===== src/hw/rtl/gvs_pkg.sv =====
// Shared types, constants and helpers of the volume gradient stencil.
package gvs_pkg;

  localparam int unsigned SAMPLE_W  = 16;
  localparam int unsigned GRAD_W    = 21;
  localparam int unsigned OUT_DEPTH = 4;
  localparam int unsigned OUT_W     = 64;
  localparam int unsigned CFG_IDX_W = 4;
  localparam int unsigned CFG_DAT_W = 13;

  // register indexes
  localparam logic [CFG_IDX_W-1:0] CFG_CENTRAL_MODE = 4'd0;
  localparam logic [CFG_IDX_W-1:0] CFG_LAYER_COUNT  = 4'd1;
  localparam logic [CFG_IDX_W-1:0] CFG_ROW_COUNT    = 4'd2;
  localparam logic [CFG_IDX_W-1:0] CFG_COLUMN_COUNT = 4'd3;

  // word kinds on the input tuser
  localparam logic OP_PUSH  = 1'b0;
  localparam logic OP_DRAIN = 1'b1;

  // floor(y/3) for |y| < 2^22: bias y by 3*2^22, multiply by ceil(2^26/3)
  localparam logic [24:0] DIV3_BIAS  = 25'd12582912;
  localparam logic [24:0] DIV3_RECIP = 25'd22369622;
  localparam logic signed [24:0] DIV3_UNBIAS = 25'sd4194304;
  localparam logic signed [24:0] GRAD_MAX = 25'sd1048575;
  localparam logic signed [24:0] GRAD_MIN = -25'sd1048576;

  typedef logic [2:0] slot_t;

  typedef struct packed {
    logic signed [SAMPLE_W-1:0] m2;
    logic signed [SAMPLE_W-1:0] m1;
    logic signed [SAMPLE_W-1:0] c;
    logic signed [SAMPLE_W-1:0] p1;
    logic signed [SAMPLE_W-1:0] p2;
  } taps_t;

  // which neighbors lie inside the volume
  typedef struct packed {
    logic m2;
    logic m1;
    logic p1;
    logic p2;
  } edge_t;

  function automatic slot_t mod5_add(slot_t a, slot_t b);
    logic [3:0] s;
    s = {1'b0, a} + {1'b0, b};
    if (s >= 4'd5) begin
      s = s - 4'd5;
    end
    return s[2:0];
  endfunction

  function automatic slot_t mod5_sub(slot_t a, slot_t b);
    logic [3:0] s;
    s = {1'b0, a} + 4'd5 - {1'b0, b};
    if (s >= 4'd5) begin
      s = s - 4'd5;
    end
    return s[2:0];
  endfunction

endpackage


===== src/hw/rtl/gvs_bank.sv =====
// One sample bank: single write port, registered read with write-through.
module gvs_bank #(
  parameter int unsigned AW = 8
) (
  input  logic                          clk_i,
  input  logic                          we_i,
  input  logic [AW-1:0]                 waddr_i,
  input  logic [gvs_pkg::SAMPLE_W-1:0]  wdata_i,
  input  logic [AW-1:0]                 raddr_i,
  output logic [gvs_pkg::SAMPLE_W-1:0]  rdata_o
);

  logic [gvs_pkg::SAMPLE_W-1:0] mem [2**AW];
  logic [gvs_pkg::SAMPLE_W-1:0] rdata_q;

  always_ff @(posedge clk_i) begin
    if (we_i) begin
      mem[waddr_i] <= wdata_i;
    end
    if (we_i && (waddr_i == raddr_i)) begin
      rdata_q <= wdata_i;
    end else begin
      rdata_q <= mem[raddr_i];
    end
  end

  assign rdata_o = rdata_q;

endmodule


===== config.mk =====
export PLATFORM = sky130hd
export DESIGN_NAME = gvs_bank
export DESIGN_NICKNAME = d
export VERILOG_FILES = /design/src/hw/rtl/gvs_pkg.sv /design/src/hw/rtl/gvs_bank.sv
export SDC_FILE = /design/constraint.sdc
export NUM_CORES = 2
export LEC_CHECK = 0
export BUFFER_PORTS_ARGS = -buffer_cell sky130_fd_sc_hd__buf_2
export CAP_MARGIN = 20
export CORE_MARGIN = 8
export CORE_UTILIZATION = 60
export CTS_BUF_LIST = sky130_fd_sc_hd__clkbuf_8
export DETAILED_ROUTE_END_ITERATION = 10
export HOLD_SLACK_MARGIN = 0.02
export PLACE_DENSITY = 0.74
export SYNTH_ARGS = -nofsm -noshare
export SYNTH_HDL_FRONTEND = slang
export SYNTH_SLANG_ARGS = --single-unit

===== constraint.sdc =====
create_clock -name clk_i -period 4.25 [get_ports clk_i]
set_input_delay 0 -clock clk_i [delete_from_list [all_inputs] [get_ports clk_i]]
set_output_delay 0 -clock clk_i [all_outputs]
set_load 0.03 [all_outputs]

# == Yosys cells after proc, flatten, opt, wreduce, memory -nomap -nowiden ==
# Memories as Yosys holds them, arrays and structs flattened. A register that Yosys moved wholly into a read port is not among the register bits.
# Index checks and enable logic that the tools add are counted.
# classes
n_addsub,0
n_mul,0
div,0
n_lt_le_gt_ge,0
eq_ne,0
shift,0
mux,2
n_bitwise,0
n_reduce_logical,0
# op_table
op,count
$mux 1,2
# word_totals
reg_bits,0
latchBits,0
ram_bits,4096
rom_bits,0
inputBits,34
out_inout_bits,16
word_cells,3
mem_count,1
# memory_table
memory,depth,width,rd,rd_ports_with_merged_regs,write_ports,line_no,source
mem,256,16,1,1,1,gvs_bank.sv:13,logic [gvs_pkg::SAMPLE_W-1:0] mem [2**AW];

# == Longest topological paths before layout ==
# depth
depth_word,2
depth_mapped,12
mapped_depth_nobuf,6

# == Worst setup path before layout ==
# No wires, ideal clock.
# synth_timing
path_kind,reg2out
from,reg with a tool-made name
to,out rdata_o[11] (netlist name)
arrival_time_ps,2838
required_ps,4250
setup_slack_ps,1412
path_stages_with_launch,13
path_cell_list,dfxtp_1 > buf_6 > buf_6 > buf_8 > buf_12 > buf_12 > buf_12 > mux2i_1 > o221ai_1 > a21oi_1 > o31ai_1 > o32ai_1 > nor4_1
# synth_rtl
item,line_no,source
to (decl),gvs_bank.sv:10,output logic [gvs_pkg::SAMPLE_W-1:0] rdata_o

==> impl_metrics.py <==
metrics = {
    "status": {
        "status": "finished with violations",
        "violations": "negative setup slack",
    },
    "critical_path": {
        "worst_ep_required_time_ns": 4.25,
        "cp-end-kind": "primary output",
        "critPathMaxFanout": 31,
        "cp-start-kind": "flip-flop",
        "worst_ep_arrival_time_ns": 4.50,
        "crit_type": "flip-flop to primary output",
    },
    "timing": {
        "tns_ns": -1.22,
        "max_freq_mhz": 222,
        "period_minus_slack_ns": 4.50,
        "setup_slack_ns": -0.247,
        "finalCritPeriodShare": 1.06,
        "setup_viol": 14,
        "slew_headroom": 0.156,
        "max_slew.worst_pin.slew_ns": 1.27,
        "slew_viol_final": 0,
        "hold_viol": 0,
        "rsz0062_at_grt": "true",
    },
    "power": {
        "cellLeakagePower_nw": 59.3,
        "swShare": 0.231,
        "clock_power_share": 0.376,
        "power.total_mw": 79.5,
        "ir_drop_mv": 0.402,
        "p_seq_frac": 0.562,
        "p_int_mw": 61.1,
        "powerDensity_mw_per_mm2": 437,
        "pwr-share-comb": 0.062,
        "switchingPower_mw": 18.4,
    },
    "global_route": {
        "grt_pass1_vias": 82705,
        "grt_usage": 0.296,
        "grt_pass1_wl_mm": 598,
        "grt-ovfl-total": 0,
        "grt_max_degree": 144,
        "antenna_found_initial": 22,
    },
    "placed_design": {
        "port_buffers": 49,
        "globalplace.congestion": 0.916,
        "place_hpwl_mm": 243,
    },
    "synthesis": {
        "synthMuxAreaShare": 0.155,
        "async_reset_ff_frac": 0,
        "synth.largest_area_cell": "edfxtp_1",
        "ys_top_cells_by_area": "edfxtp_1 (78%), mux4_2 (11%), mux2i_1 (3.6%)",
        "postSynthCellCount": 7352,
        "ys_warn_count": 0,
        "syn_area_per_cell_um2": 21.6,
        "synth_ff_type": "edfxtp_1",
        "synth-compound-area-share": 0.0354,
        "syn_area_mm2": 0.159,
        "yosys.area_share.simple": 0.0158,
        "synthTopCellsByCount": "edfxtp_1 (4096), mux4_2 (797), mux2i_1 (565)",
        "synth-edff-count": 4096,
        "synth_xor_area_frac": 0,
        "yosys.area.top_type_share": 0.776,
        "yosysSeqAreaShare": 0.777,
        "syn_nets": 7386,
        "ys_seq_elements": 4104,
        "synth.most_common_cell": "edfxtp_1",
        "synthAdderAreaFrac": 0,
        "ys_types": 52,
        "synth_top_family_by_area": "multiplexers",
    },
    "finish": {
        "reg_top3": "mem (4096)",
        "fillerInstances": 15475,
        "largest_reg_flops": 4096,
        "nNetsFinal": 8335,
        "regMostFlops": "mem",
        "areaGrowthSynthToFinish_pct": 14.7,
        "drive_above_1_share": 0.301,
    },
    "floorplanning": {
        "die_x_um": 530,
        "die_area_mm2": 0.281,
        "start_util": 0.604,
        "core_mm2": 0.263,
        "dieHeight_um": 530,
        "num_io_pins": 50,
        "std_cell_rows": 188,
    },
    "clocking": {
        "cts_buffer_depth": 4,
        "cts_buffers": 641,
        "cts_root_buf": "clkbuf_8",
        "clock-sinks": 4104,
        "cts_tree": "done",
        "cts.clk_slew.worst_paths_ns": 0.06,
        "htreeDepth": 6,
    },
    "drt": {
        "ant_nets": 0,
        "vias_per_cell": 6.81,
        "detail_route.wirelength_mm": 426,
        "wl_per_cell_um": 34.6,
        "drc": 0,
        "vias": 83889,
        "drt_iter0_markers": 13194,
        "firstDrtPassIters": 6,
    },
    "flow_run": {
        "cap_violations": 0,
    },
    "min_path": {
        "hp-class": "input pin to flip-flop",
    },
}
## worst paths after layout
| kind | from | end | slack (ns) | cells past startpoint |
|---|---|---|---|---|
| max | flip-flop | rdata_o[13] | -0.25 | 11 |
| min | wdata_i[7] | mem[16][7]$_DFFE_PP_ | 0.01 | 2 |
## layout by cell type (no fill, tap or decap), types with 53 or more instances in the layout
cell,netlist,layout
nor3_1,92,53
clkinv_1,0,144
mux2i_1,565,565
edfxtp_1,4096,4096
o22ai_1,148,144
mux2_2,88,88
mux4_2,797,797
clkbuf_8,0,648
dlygate4sd3_1,0,55
a21oi_1,175,161
o221ai_2,1,60
o221ai_1,252,191
nor2_1,304,261
buf_4,26,484
inv_1,3,233
## through the flow
step	worst slack [ns]	hold slack [ns]	utilization	area, um2	cells
CTS	-0.142	0.0210	0.688	181000	12268
global route	-0.227	-0.00773	0.693	182000	12306
finish	-0.247	0.0149	0.693	182000	12311
floorplan	1.41	0.0277	-	159000	7352
detailed placement	-0.223	0.104	0.632	166000	11019
global placement	-0.224	0.104	0.632	166000	11015
## cells by family (layout without fill, tap and decap cells)
logic type / after synthesis / after routing
DFF: 4104 / 4104
AOI/OAI and AO/OA: 786 / 786
and+or+nand+nor: 556 / 558
buffers and inverters: 456 / 1886
other: 0 / 12
muxes: 1450 / 1450
## layer usage
metal	track usage	share of wire	up-vias
met4	0.116	0.044	12
met2	0.455	0.47	6416
met1	0.412	0.35	43206
met3	0.0812	0.14	951
met5	0	0.00020	-
li1	-	-	33304
## power by group through the flow
stage	Clock (mW)	Combinational (mW)	Sequential, mW
detailed placement	0	4.23	45.5
floorplan	0	2.27	45.5
global route	31.9	5.09	44.6
CTS	30.1	4.73	44.7
finish	29.9	4.96	44.7
global placement	0	4.13	45.5
## cell type report
class | count | area, um2 | share of cell area
Antenna cell | 12 | 30.0 | 0.000165
Sequential cell | 4104 | 123000 | 0.677
Clock inverter | 479 | 2390 | 0.0131
Clock buffer | 647 | 8900 | 0.0490
Tap cell | 3515 | 4400 | 0.0242
Inverter | 4 | 27.5 | 0.000151
Multi-Input combinational cell | 2794 | 34600 | 0.190
Timing Repair Buffer | 756 | 8290 | 0.0456
## worst max-delay path, stage by stage (launching register included)
cell and delay (ns):
dfxtp_4 0.42, buf_12 0.20, buf_16 0.21, buf_12 0.13, buf_16 0.21, mux4_2 0.34, a21oi_1 0.12, o21ai_1 0.28
nand4_1 0.46, nor4_4 0.58, buf_4 0.21, clkbuf_4 0.18
## repair_timing
item                                    CTS  global route
pin swaps                                20            19
endpoints found under the hold margin  5576             0
hold buffers                             56             0
gates cloned                             29            11
buffers inserted                         38            18
resized for setup                       337           138
setup endpoints to repair                16            16
Power figures use the tool's default switching activity.
