`src/hw/rtl/gvs_pkg.sv`:
```
// Shared types, constants and helpers of the volume gradient stencil.
package gvs_pkg;

  localparam int unsigned SAMPLE_W  = 16;
  localparam int unsigned GRAD_W    = 21;
  localparam int unsigned OUT_DEPTH = 4;
  localparam int unsigned OUT_W     = 64;
  localparam int unsigned CFG_IDX_W = 4;
  localparam int unsigned CFG_DAT_W = 13;

  // register indexes
  localparam logic [CFG_IDX_W-1:0] CFG_CENTRAL_MODE = 4'd0;
  localparam logic [CFG_IDX_W-1:0] CFG_LAYER_COUNT  = 4'd1;
  localparam logic [CFG_IDX_W-1:0] CFG_ROW_COUNT    = 4'd2;
  localparam logic [CFG_IDX_W-1:0] CFG_COLUMN_COUNT = 4'd3;

  // word kinds on the input tuser
  localparam logic OP_PUSH  = 1'b0;
  localparam logic OP_DRAIN = 1'b1;

  // floor(y/3) for |y| < 2^22: bias y by 3*2^22, multiply by ceil(2^26/3)
  localparam logic [24:0] DIV3_BIAS  = 25'd12582912;
  localparam logic [24:0] DIV3_RECIP = 25'd22369622;
  localparam logic signed [24:0] DIV3_UNBIAS = 25'sd4194304;
  localparam logic signed [24:0] GRAD_MAX = 25'sd1048575;
  localparam logic signed [24:0] GRAD_MIN = -25'sd1048576;

  typedef logic [2:0] slot_t;

  typedef struct packed {
    logic signed [SAMPLE_W-1:0] m2;
    logic signed [SAMPLE_W-1:0] m1;
    logic signed [SAMPLE_W-1:0] c;
    logic signed [SAMPLE_W-1:0] p1;
    logic signed [SAMPLE_W-1:0] p2;
  } taps_t;

  // which neighbors lie inside the volume
  typedef struct packed {
    logic m2;
    logic m1;
    logic p1;
    logic p2;
  } edge_t;

  function automatic slot_t mod5_add(slot_t a, slot_t b);
    logic [3:0] s;
    s = {1'b0, a} + {1'b0, b};
    if (s >= 4'd5) begin
      s = s - 4'd5;
    end
    return s[2:0];
  endfunction

  function automatic slot_t mod5_sub(slot_t a, slot_t b);
    logic [3:0] s;
    s = {1'b0, a} + 4'd5 - {1'b0, b};
    if (s >= 4'd5) begin
      s = s - 4'd5;
    end
    return s[2:0];
  endfunction

endpackage

```
`src/hw/rtl/gvs_out_fifo.sv`:
```
// Result queue in front of the output stream.
module gvs_out_fifo (
  input  logic                       clk_i,
  input  logic                       rst_ni,
  input  logic                       push_i,
  input  logic [gvs_pkg::OUT_W-1:0]  data_i,
  output logic                       valid_o,
  input  logic                       ready_i,
  output logic [gvs_pkg::OUT_W-1:0]  data_o,
  output logic [2:0]                 count_o
);

  logic [gvs_pkg::OUT_W-1:0] store_q [gvs_pkg::OUT_DEPTH];
  logic [1:0] wptr_q, rptr_q;
  logic [2:0] cnt_q;
  logic pop;

  assign valid_o = (cnt_q != 3'd0);
  assign pop     = valid_o && ready_i;
  assign data_o  = store_q[rptr_q];
  assign count_o = cnt_q;

  always_ff @(posedge clk_i) begin
    if (push_i) begin
      store_q[wptr_q] <= data_i;
    end
  end

  always_ff @(posedge clk_i or negedge rst_ni) begin
    if (!rst_ni) begin
      wptr_q <= '0;
      rptr_q <= '0;
      cnt_q  <= '0;
    end else begin
      if (push_i) begin
        wptr_q <= wptr_q + 2'd1;
      end
      if (pop) begin
        rptr_q <= rptr_q + 2'd1;
      end
      cnt_q <= cnt_q + 3'(push_i) - 3'(pop);
    end
  end

endmodule
```
`config.mk`:
```
export PLATFORM = sky130hd
export DESIGN_NAME = gvs_out_fifo
export DESIGN_NICKNAME = d
export VERILOG_FILES = /design/src/hw/rtl/gvs_pkg.sv /design/src/hw/rtl/gvs_out_fifo.sv
export SDC_FILE = /design/constraint.sdc
export NUM_CORES = 1
export LEC_CHECK = 0
export CORE_MARGIN = 2
export CORE_UTILIZATION = 55
export CTS_CLUSTER_DIAMETER = 100
export DETAILED_ROUTE_END_ITERATION = 12
export DONT_BUFFER_PORTS = 1
export PLACE_DENSITY = 0.73
export REMOVE_ABC_BUFFERS = 1
export SLEW_MARGIN = 10
export SYNTH_ARGS = -nofsm -noshare
export SYNTH_HDL_FRONTEND = slang
export SYNTH_SLANG_ARGS = --single-unit
```
`constraint.sdc`:
```
create_clock -name clk_i -period 2.6 [get_ports clk_i]
set_input_delay 0.39 -clock clk_i [delete_from_list [all_inputs] [get_ports clk_i]]
set_output_delay 0.39 -clock clk_i [all_outputs]
set_load 0.1 [all_outputs]
```
Word-level counts from Yosys, hierarchy flattened
Memory sizes are Yosys's and may differ from the RTL's.
Index checks and enable logic that the tools add are counted.
- $add $sub $neg: 4
- reductions and logical operators: 2
- multiplexer cells: 2
- operators by type and width (operator ; number):
    $add 2x1->2 const B ; 2
    $add 3x1->3 ; 1
    $reduce_bool 3->1 ; 1
    $sub 3x1->3 ; 1
    $mux 1 ; 2
    $logic_and 1x1->1 ; 1
- word-level logic and storage cells: 12
- memory bits (writable): 256
- register bits: 7
- output and inout port bits: 68
- memories kept: 1
- bits of input ports: 68
- memory list (name ; depth ; bits a word ; read ports ; clocked after Yosys merged registers in ; write ports ; line ; RTL):
    store_q ; 4 ; 64 ; 1 ; 0 ; 1 ; gvs_out_fifo.sv:13 ; logic [gvs_pkg::OUT_W-1:0] store_q [gvs_pkg::OUT_DEPTH];

Longest topological paths before layout
Gate-level depths: netlist of run 1.
- depth after elaboration: 3
- depth in mapped cells: 7
- mapped depth without buffers: 7

Worst setup path after synthesis of run 1
Ideal clock, no wire load.
- kind: reg-to-reg
- start point: register wptr_q[0]
- end point: memory store_q[0][0] in the netlist's numbering, enable pin
- stages on the path, launching flop included: 4
- buffers on the path: 0
- period minus slack after synthesis: 2555 ps
- arrival time: 2126 ps
- required time: 2171 ps
- library setup time: 429 ps
- slack: 45 ps
- cells stage by stage: dfrtp_1 -> inv_1 -> ha_1 -> and2_1
- RTL lines (what ; line ; RTL):
    start: declaration ; gvs_out_fifo.sv:14 ; logic [1:0] wptr_q, rptr_q;
    start signal: assignment ; gvs_out_fifo.sv:36 ; wptr_q <= wptr_q + 2'd1;
    end: declaration ; gvs_out_fifo.sv:13 ;
No word-level cell before the write port.

Final worst setup path of run 1
- start point: register rptr_q[0]
- end point: output data_o[51] in the netlist's numbering
- longest elaborated chain between the ends: 1
- RTL lines (what ; line ; RTL):
    start: declaration ; gvs_out_fifo.sv:14 ;
    start signal: assignment ; gvs_out_fifo.sv:39 ; rptr_q <= rptr_q + 2'd1;
    $mem_v2 4x64 ; -- ;
    end: declaration ; gvs_out_fifo.sv:9 ; output logic [gvs_pkg::OUT_W-1:0] data_o,
Every way passes these cells.

==> results of run 1 <==
logic make-up (layout without fill, tap and decap cells):
group           count (synthesis)  after routing
compound gates                  3              3
xor+xnor                        5              5
fa+ha+maj                       7              7
buf+inv                        20            138
flops                         263            263
mux                            64             64
simple gates                    6              6
registers in the layout, indices dropped and copies added, names as in the netlist:
register / flops
count_o: 3
rptr_q: 2
store_q: 256
wptr_q: 2
per-layer routing:
layer / GRT usage, % / up-vias
met3: 4.88 / 26
met4: 4.57 / 0
li1: - / 1785
met5: 0 / -
met2: 29.0 / 151
met1: 23.5 / 2128
layout by cell type, fill, tap and decap left out:
| master | netlist | routed |
|---|---|---|
| or3_1 | 1 | 1 |
| o311ai_0 | 1 | 1 |
| o31a_1 | 1 | 1 |
| nand2_1 | 1 | 1 |
| xor2_1 | 2 | 2 |
| inv_1 | 6 | 6 |
| xnor2_1 | 3 | 3 |
| buf_4 | 2 | 13 |
| clkbuf_16 | 0 | 26 |
| o21ai_0 | 1 | 1 |
| bufinv_16 | 0 | 1 |
| edfxtp_1 | 256 | 256 |
| inv_6 | 0 | 1 |
| mux4_2 | 64 | 64 |
| clkbuf_1 | 1 | 10 |
| and2_4 | 0 | 4 |
| ha_1 | 6 | 6 |
| dlygate4sd3_1 | 0 | 66 |
| clkinvlp_4 | 0 | 1 |
| dfrtp_1 | 7 | 5 |
| clkinv_1 | 0 | 7 |
| fa_1 | 1 | 1 |
| buf_16 | 0 | 1 |
| buf_12 | 0 | 6 |
| dfrtp_4 | 0 | 2 |
layout make-up:
type	count	area (µm²)	area share [%]
repair buffers	87	931	8.10
inverters	6	22.5	0.196
clock buffers	35	663	5.77
clock inverters	10	72.6	0.632
flip-flops and latches	263	7870	68.5
well taps	225	282	2.45
multi-input cells	85	1650	14.3
Yosys cell counts (all sizes together):
library cell	instances	area, µm²
o21ai	1	5.00
clkbuf	1	3.75
o311ai	1	8.76
nand2	1	3.75
mux4	64	1440
xor2	2	17.5
o31a	1	8.76
inv	6	22.5
fa	1	20.0
and2	4	25.0
edfxtp	256	7690
or3	1	6.26
dfrtp	7	175
buf	13	101
xnor2	3	26.3
ha	6	75.1
worst reg2reg max path: stages, from the launching register on:
cell     delay [ps]
dfrtp_1         350
buf_4           310
inv_1            90
ha_1            280
inv_1            40
ha_1            180
fa_1            380
xnor2_1         150
xnor2_1         130
worst paths after layout:
check / start / end / slack (ps) / cells past startpoint
max: rptr_q[0]$_DFFE_PN0P_ / data_o[51] / 120 / 2
min: push_i / count_o[0]$_DFF_PN0_ / 20 / 1
max in group asynchronous: rst_ni / rptr_q[1]$_DFFE_PN0P_ / 2130 / 1
max reg2reg: count_o[0]$_DFF_PN0_ / count_o[2]$_DFF_PN0_ / 590 / 8
min reg2reg: wptr_q[0]$_DFFE_PN0P_ / wptr_q[0]$_DFFE_PN0P_ / 540 / 1
min in group asynchronous: rst_ni / count_o[1]$_DFF_PN0_ / 200 / 1
per-stage QoR:
stage	worst slack (ps)	setup TNS, ps	instance area (µm²)	cells
after floorplan	-1320	-85460	9520	354
after global placement	602	0	10100	599
after detailed placement	582	0	10100	599
after CTS	25.7	0	11500	710
after global routing	44.7	0	11500	711
final	122	0	11500	711
what timing repair did:
item | in CTS | in global routing
gates resized for setup | 0 | 1
endpoints found under the hold margin | 265 | 0
endpoints found under the setup margin | 0 | 22
hold buffers | 66 | 0
==> results.toml, run 1 <==
[status]
status = "finished clean"

[route]
firstDrtPassIters = 4
drt-total-wl_mm = 16.1
drt-wirelength-per-cell_um = 22.7
postRouteAntennaNets = 0
vias = 4090
wl_met2_mm = 8.25
drt_iter0_drc = 207
dr.max_layer_used = "met4"
drc_errors = 0
met1_length_mm = 6.37
viasPerCell = 5.75
wl_met3_mm = 1.24

[sta]
fmax_mhz = 404
setup_viol = 0
final.setup_skew_ps = 13.5
rsz0062_at_grt = "no"
drv_slew = 0
whs_ps = 18.8
tightest_slew_ps = 537
finalHoldViolations = 0
min_period_ps = 2480
slew_headroom_pct = 64.3
final.period_utilization_pct = 95.3

[worst_setup_path]
crit_chain = "buf_12 > mux4_2"
crit_family = "multiplexers"
slowest_delay_ps = 820
endpoint_kind = "primary output"
critPathLaunchType = "flop"
cp_max_fo = 26
criticalPathCategory = "flop to primary output"
cp_slowest_cell = "mux4_2"
crit_buf_inv = 1
crit_required_ps = 2210
crit_arrival_ps = 2090

[logic_synthesis]
synth-seq-cells = 263
synthXorXnorAreaFrac_pct = 0.455
netlist_area_mm2 = 0.00963
synthCells = 368
ys_warn_count = 0
synth_top_family_by_area = "multiplexers"
yosys.area_share.simple_pct = 0.364
synth-compound-area-share_pct = 0.234
synthAdderAreaFrac_pct = 0.988
synth.area.mux_share_pct = 15.0
ys_seq_area_share_pct = 81.7
yosysUniqueCellTypes = 18
synth.avg_cell_area_um2 = 26.2

[cells_and_area]
drive_gt1_share_pct = 24.5
syn_to_final_growth_pct = 19.3
diodes = 0
nets = 543
n_fill_cell = 1098
final_core_util_pct = 66.9

[clocking]
clock-sinks = 263
post_cts_buffers = 0
clockRootBuffer = "clkbuf_16"
clk_latency_ps = 510
cts_tree = "done"
numCtsBuffers = 25
clockBufferDepth = 3
htreeDepth = 1
clkTransAtPathRegs_ps = 60

[global_route]
grt_max_degree = 41
antenna_found_initial = 0
grt.total_usage_pct = 17.6
grt_pass1_wl_mm = 24.5
overflow = 0
grt_pass1_vias = 4429

[floorplanning]
start_util_pct = 56.1
core_area_mm2 = 0.0172
fp.dieW_um = 136
pin_count = 136
die_y_um = 136
num_rows = 48
die-area_mm2 = 0.0186

[place]
finalWeightedCongestion = 0.738
port-buffer-count = 0
place_hpwl_mm = 9.63

[run]
drv_cap = 0

[min_path]
hold_path_class = "primary input to flop"
Power of run 1 is not shown: default switching activity piles up to over one toggle a cycle in this logic, so the estimate is an artifact.
==> run 2, diff against run 1 <==
- CORE_MARGIN: 2 -> 5
- CORE_UTILIZATION: 55 -> 45
- PLACE_DENSITY: 0.73 -> default
==> results.toml, run 2 (synthesis results as in run 1) <==
[worst_setup_path]
crit_required_ps = 2210
criticalPathCategory = "flop to primary output"
endpoint_kind = "primary output"
reg2reg_slack_ps = 600
cp-startpoint = "rptr_q[1]$_DFFE_PN0P_"
cp_max_fo = 24
r2r_start = "count_o[0]$_DFF_PN0_"
crit_arrival_ps = 2100
critPathLaunchType = "flop"

[cells_and_area]
largest_reg_flops = 256
final_cell_mix = "edfxtp_1 (256), dlygate4sd3_1 (66), mux4_2 (64)"
nets = 567
finalNonFillerCells = 789
regMostFlops = "store_q"
drive_gt1_share_pct = 29.6
final_core_util_pct = 56.5
mostFrequentLayoutCell = "edfxtp_1"
seq_area_mm2 = 0.00787
multiInputGateArea_mm2 = 0.00165
syn_to_final_growth_pct = 23.3
n_fill_cell = 1531

[route]
firstDrtPassIters = 4
drc_errors = 0
drt-total-wl_mm = 17.7
vias = 4191
drt_iter0_drc = 226
postRouteAntennaNets = 0
drt-wirelength-per-cell_um = 22.5
viasPerCell = 5.31

[clocking]
clkTransAtPathRegs_ps = 60
post_cts_buffers = 0
htreeDepth = 1
clock-sinks = 263
clk_latency_ps = 520
numCtsBuffers = 27
cts_tree = "done"
clockBufferDepth = 3
clockRootBuffer = "clkbuf_16"

[global_route]
grt.total_usage_pct = 14.4
overflow = 0
antenna_found_initial = 1
grt_pass1_vias = 4690
grt_pass1_wl_mm = 26.9
grt_max_degree = 42

[place]
finalWeightedCongestion = 0.709
place_hpwl_mm = 10.5
pre_cts_ws_ps = 514
port-buffer-count = 0
dp.cells = 671

[floorplanning]
die_y_um = 156
die-area_mm2 = 0.0244
num_rows = 53
start_util_pct = 45.8
pin_count = 136
fp.dieW_um = 156
core_area_mm2 = 0.0210

[sta]
tightest_slew_ps = 558
setup_viol = 0
rsz0062_at_grt = "no"
drv_slew = 0
final.setup_skew_ps = 9.64
setup-tns-final_ps = 0
min_period_ps = 2490
slew_headroom_pct = 62.9
fmax_mhz = 402
finalHoldViolations = 0
fin_ws_ps = 110
final.period_utilization_pct = 95.8

[min_path]
hold_start = "ready_i"
hold_path_class = "primary input to flop"

[status]
status = "finished clean"

[run]
drv_cap = 0
[run 2: changes by cell type in the layout (fill, tap and decap cells not counted), sizes merged]
cell / change
bufinv: +3
buf: +22
inv: +1
clkbuf: -5
clkinv: +6
diode: +1
[run 2: repair_timing]
item / 4_1_cts / 5_1_grt
hold buffers: 66 / 0
gates resized for setup: 1 / 1
endpoints found under the hold margin: 266 / 0
setup endpoints to repair: 23 / 39
gates cloned: 0 / 1
pin swaps: 0 / 0
[run 2: path summary, 6_finish.rpt]
check / to / cells past startpoint
worst max register to register: count_o[2]$_DFF_PN0_ / 8
worst min register to register: wptr_q[0]$_DFFE_PN0P_ / 1
min in group asynchronous: count_o[0]$_DFF_PN0_ / 1
worst min-delay path: rptr_q[1]$_DFFE_PN0P_ / 2
max in group asynchronous: rptr_q[0]$_DFFE_PN0P_ / 1
worst max-delay path: data_o[31] / 2
[run 2: stage by stage]
stage                     instance area, µm²  hold WS, ps
after floorplan                         9520         94.4
after global placement                 10300         95.0
after detailed placement               10300         95.0
after CTS                              11800         51.8
after global routing                   11900         66.7
final                                  11900         71.6
[run 2: worst max-delay path: stages (launching register included)]
cell,delay [ps]
dfrtp_4,620
buf_6,310
mux4_2,630
[run 2: cell type report]
| cell class | count | share of cell area [%] |
|---|---|---|
| clock buffer | 30 | 5.79 |
| sequential | 263 | 66.3 |
| antenna | 1 | 0.0211 |
| inverter | 6 | 0.190 |
| timing repair buffer | 109 | 9.26 |
| tap | 275 | 2.90 |
| clock inverter | 20 | 1.69 |
| multi-input combinational | 85 | 13.9 |
[run 2: per-layer routing]
layer | part of all wire, % | global-route usage, % | up-vias
met2 | 51 | 24.7 | 123
li1 | - | - | 1831
met3 | 6.6 | 4.01 | 32
met4 | 2.2 | 3.68 | 0
met5 | 0 | 0 | -
met1 | 40 | 18.3 | 2205
Power of run 2 is left out for the same reason.
==> run 3, diff against run 2 <==
- GPL_TIMING_DRIVEN: default -> 0
==> results.toml, run 3 (synthesis results as in run 1) <==
[status]
status = "finished clean"

[sta]
whs_ps = 90.9
min_period_ps = 2530
fmax_mhz = 396
rsz0062_at_grt = "yes"
setup-tns-final_ps = 0
tightest_slew_ps = 562
drv_slew = 0
final.setup_skew_ps = 9.43
final.period_utilization_pct = 97.2
slew_headroom_pct = 62.6
setup_viol = 0
finalHoldViolations = 0

[floorplanning]
num_rows = 53
die_y_um = 156
die-area_mm2 = 0.0244
core_area_mm2 = 0.0210
fp.dieW_um = 156
pin_count = 136
start_util_pct = 45.8

[place]
dp.cells = 636
port-buffer-count = 0
place_hpwl_mm = 9.95
finalWeightedCongestion = 0.677

[route]
viasPerCell = 5.33
dr.max_layer_used = "met4"
drc_errors = 0
wl_met2_mm = 8.91
vias = 4034
firstDrtPassIters = 4
drt-wirelength-per-cell_um = 22.5
drt-total-wl_mm = 17.0
met1_length_mm = 6.61
wl_met3_mm = 1.23
postRouteAntennaNets = 0
drt_iter0_drc = 223

[cells_and_area]
regMostFlops = "store_q"
finalNonFillerCells = 757
nets = 537
diodes = 0
syn_to_final_growth_pct = 21.1
final_cell_mix = "edfxtp_1 (256), dlygate4sd3_1 (66), mux4_2 (64)"
mostFrequentLayoutCell = "edfxtp_1"
largest_reg_flops = 256
drive_gt1_share_pct = 25.7

[global_route]
grt_pass1_vias = 4384
grt_max_degree = 39
overflow = 0
grt.total_usage_pct = 13.9
grt_pass1_wl_mm = 25.7
antenna_found_initial = 0

[run]
drv_cap = 0

[worst_setup_path]
crit_arrival_ps = 2140
crit_chain = "bufbuf_16 > mux4_2"
endpoint_kind = "primary output"
crit_required_ps = 2210
critPathLaunchType = "flop"
slowest_delay_ps = 810
cp_slowest_cell = "mux4_2"
cp_max_fo = 18
criticalPathCategory = "flop to primary output"

[clocking]
cts_tree = "done"
clk_latency_ps = 510
clkTransAtPathRegs_ps = 60
clockBufferDepth = 3
clockRootBuffer = "clkbuf_16"
clock-sinks = 263
numCtsBuffers = 27
htreeDepth = 1

[min_path]
hold_path_class = "primary input to flop"
[run 3: changes by cell type in the layout (fill, tap and decap cells not counted), sizes merged]
cell,delta
clkinv,-4
buf,-30
clkbuf,+5
bufinv,-3
bufbuf,+1
diode,-1
[run 3: metrics by stage]
stage	setup slack [ps]	instance area, µm²	util, %
after global routing	-18.7	11700	55.4
after CTS	3.96	11700	55.4
after floorplan	-1320	9520	-
after global placement	-2560	9870	46.9
final	71.9	11700	55.4
after detailed placement	18.7	10100	47.9
[run 3: path summary, 6_finish.rpt]
check,from,endpoint,slack (ps),cells past startpoint
setup / recovery,rptr_q[0]$_DFFE_PN0P_,data_o[13],70,2
hold / removal,ready_i,rptr_q[1]$_DFFE_PN0P_,90,2
setup reg to reg,count_o[1]$_DFF_PN0_,count_o[2]$_DFF_PN0_,250,7
hold reg to reg,wptr_q[0]$_DFFE_PN0P_,wptr_q[0]$_DFFE_PN0P_,540,1
max in group asynchronous,rst_ni,rptr_q[1]$_DFFE_PN0P_,2100,1
min in group asynchronous,rst_ni,rptr_q[0]$_DFFE_PN0P_,220,1
[run 3: critical path: cells and delay by family (launching register included)]
kind	cells	cell delay [ps]
muxes	1	810
buffers and inverters	1	350
DFF	1	450
[run 3: what timing repair did]
| item | CTS | global route |
|---|---|---|
| cloned | 2 | 0 |
| resized for setup | 4 | 3 |
| setup endpoints to repair | 57 | 19 |
| hold buffers | 66 | 0 |
| setup buffers | 4 | 0 |
| pin swaps | 0 | 0 |
| endpoints found under the hold margin | 266 | 0 |
[run 3: layer usage]
metal	up-vias	global-route usage [%]
met3	24	3.93
li1	1778	-
met4	0	3.31
met2	131	24.3
met1	2101	17.4
met5	-	0
[run 3: area by class of cell]
cell class | count | area [µm²]
Multi-Input combinational cell | 85 | 1650
Clock buffer | 36 | 709
Clock inverter | 13 | 96.3
Fill cell | 1537 | 9370
Timing Repair Buffer | 79 | 956
Sequential cell | 263 | 7870
Tap cell | 275 | 344
Inverter | 6 | 22.5
Power of run 3 is left out for the same reason.
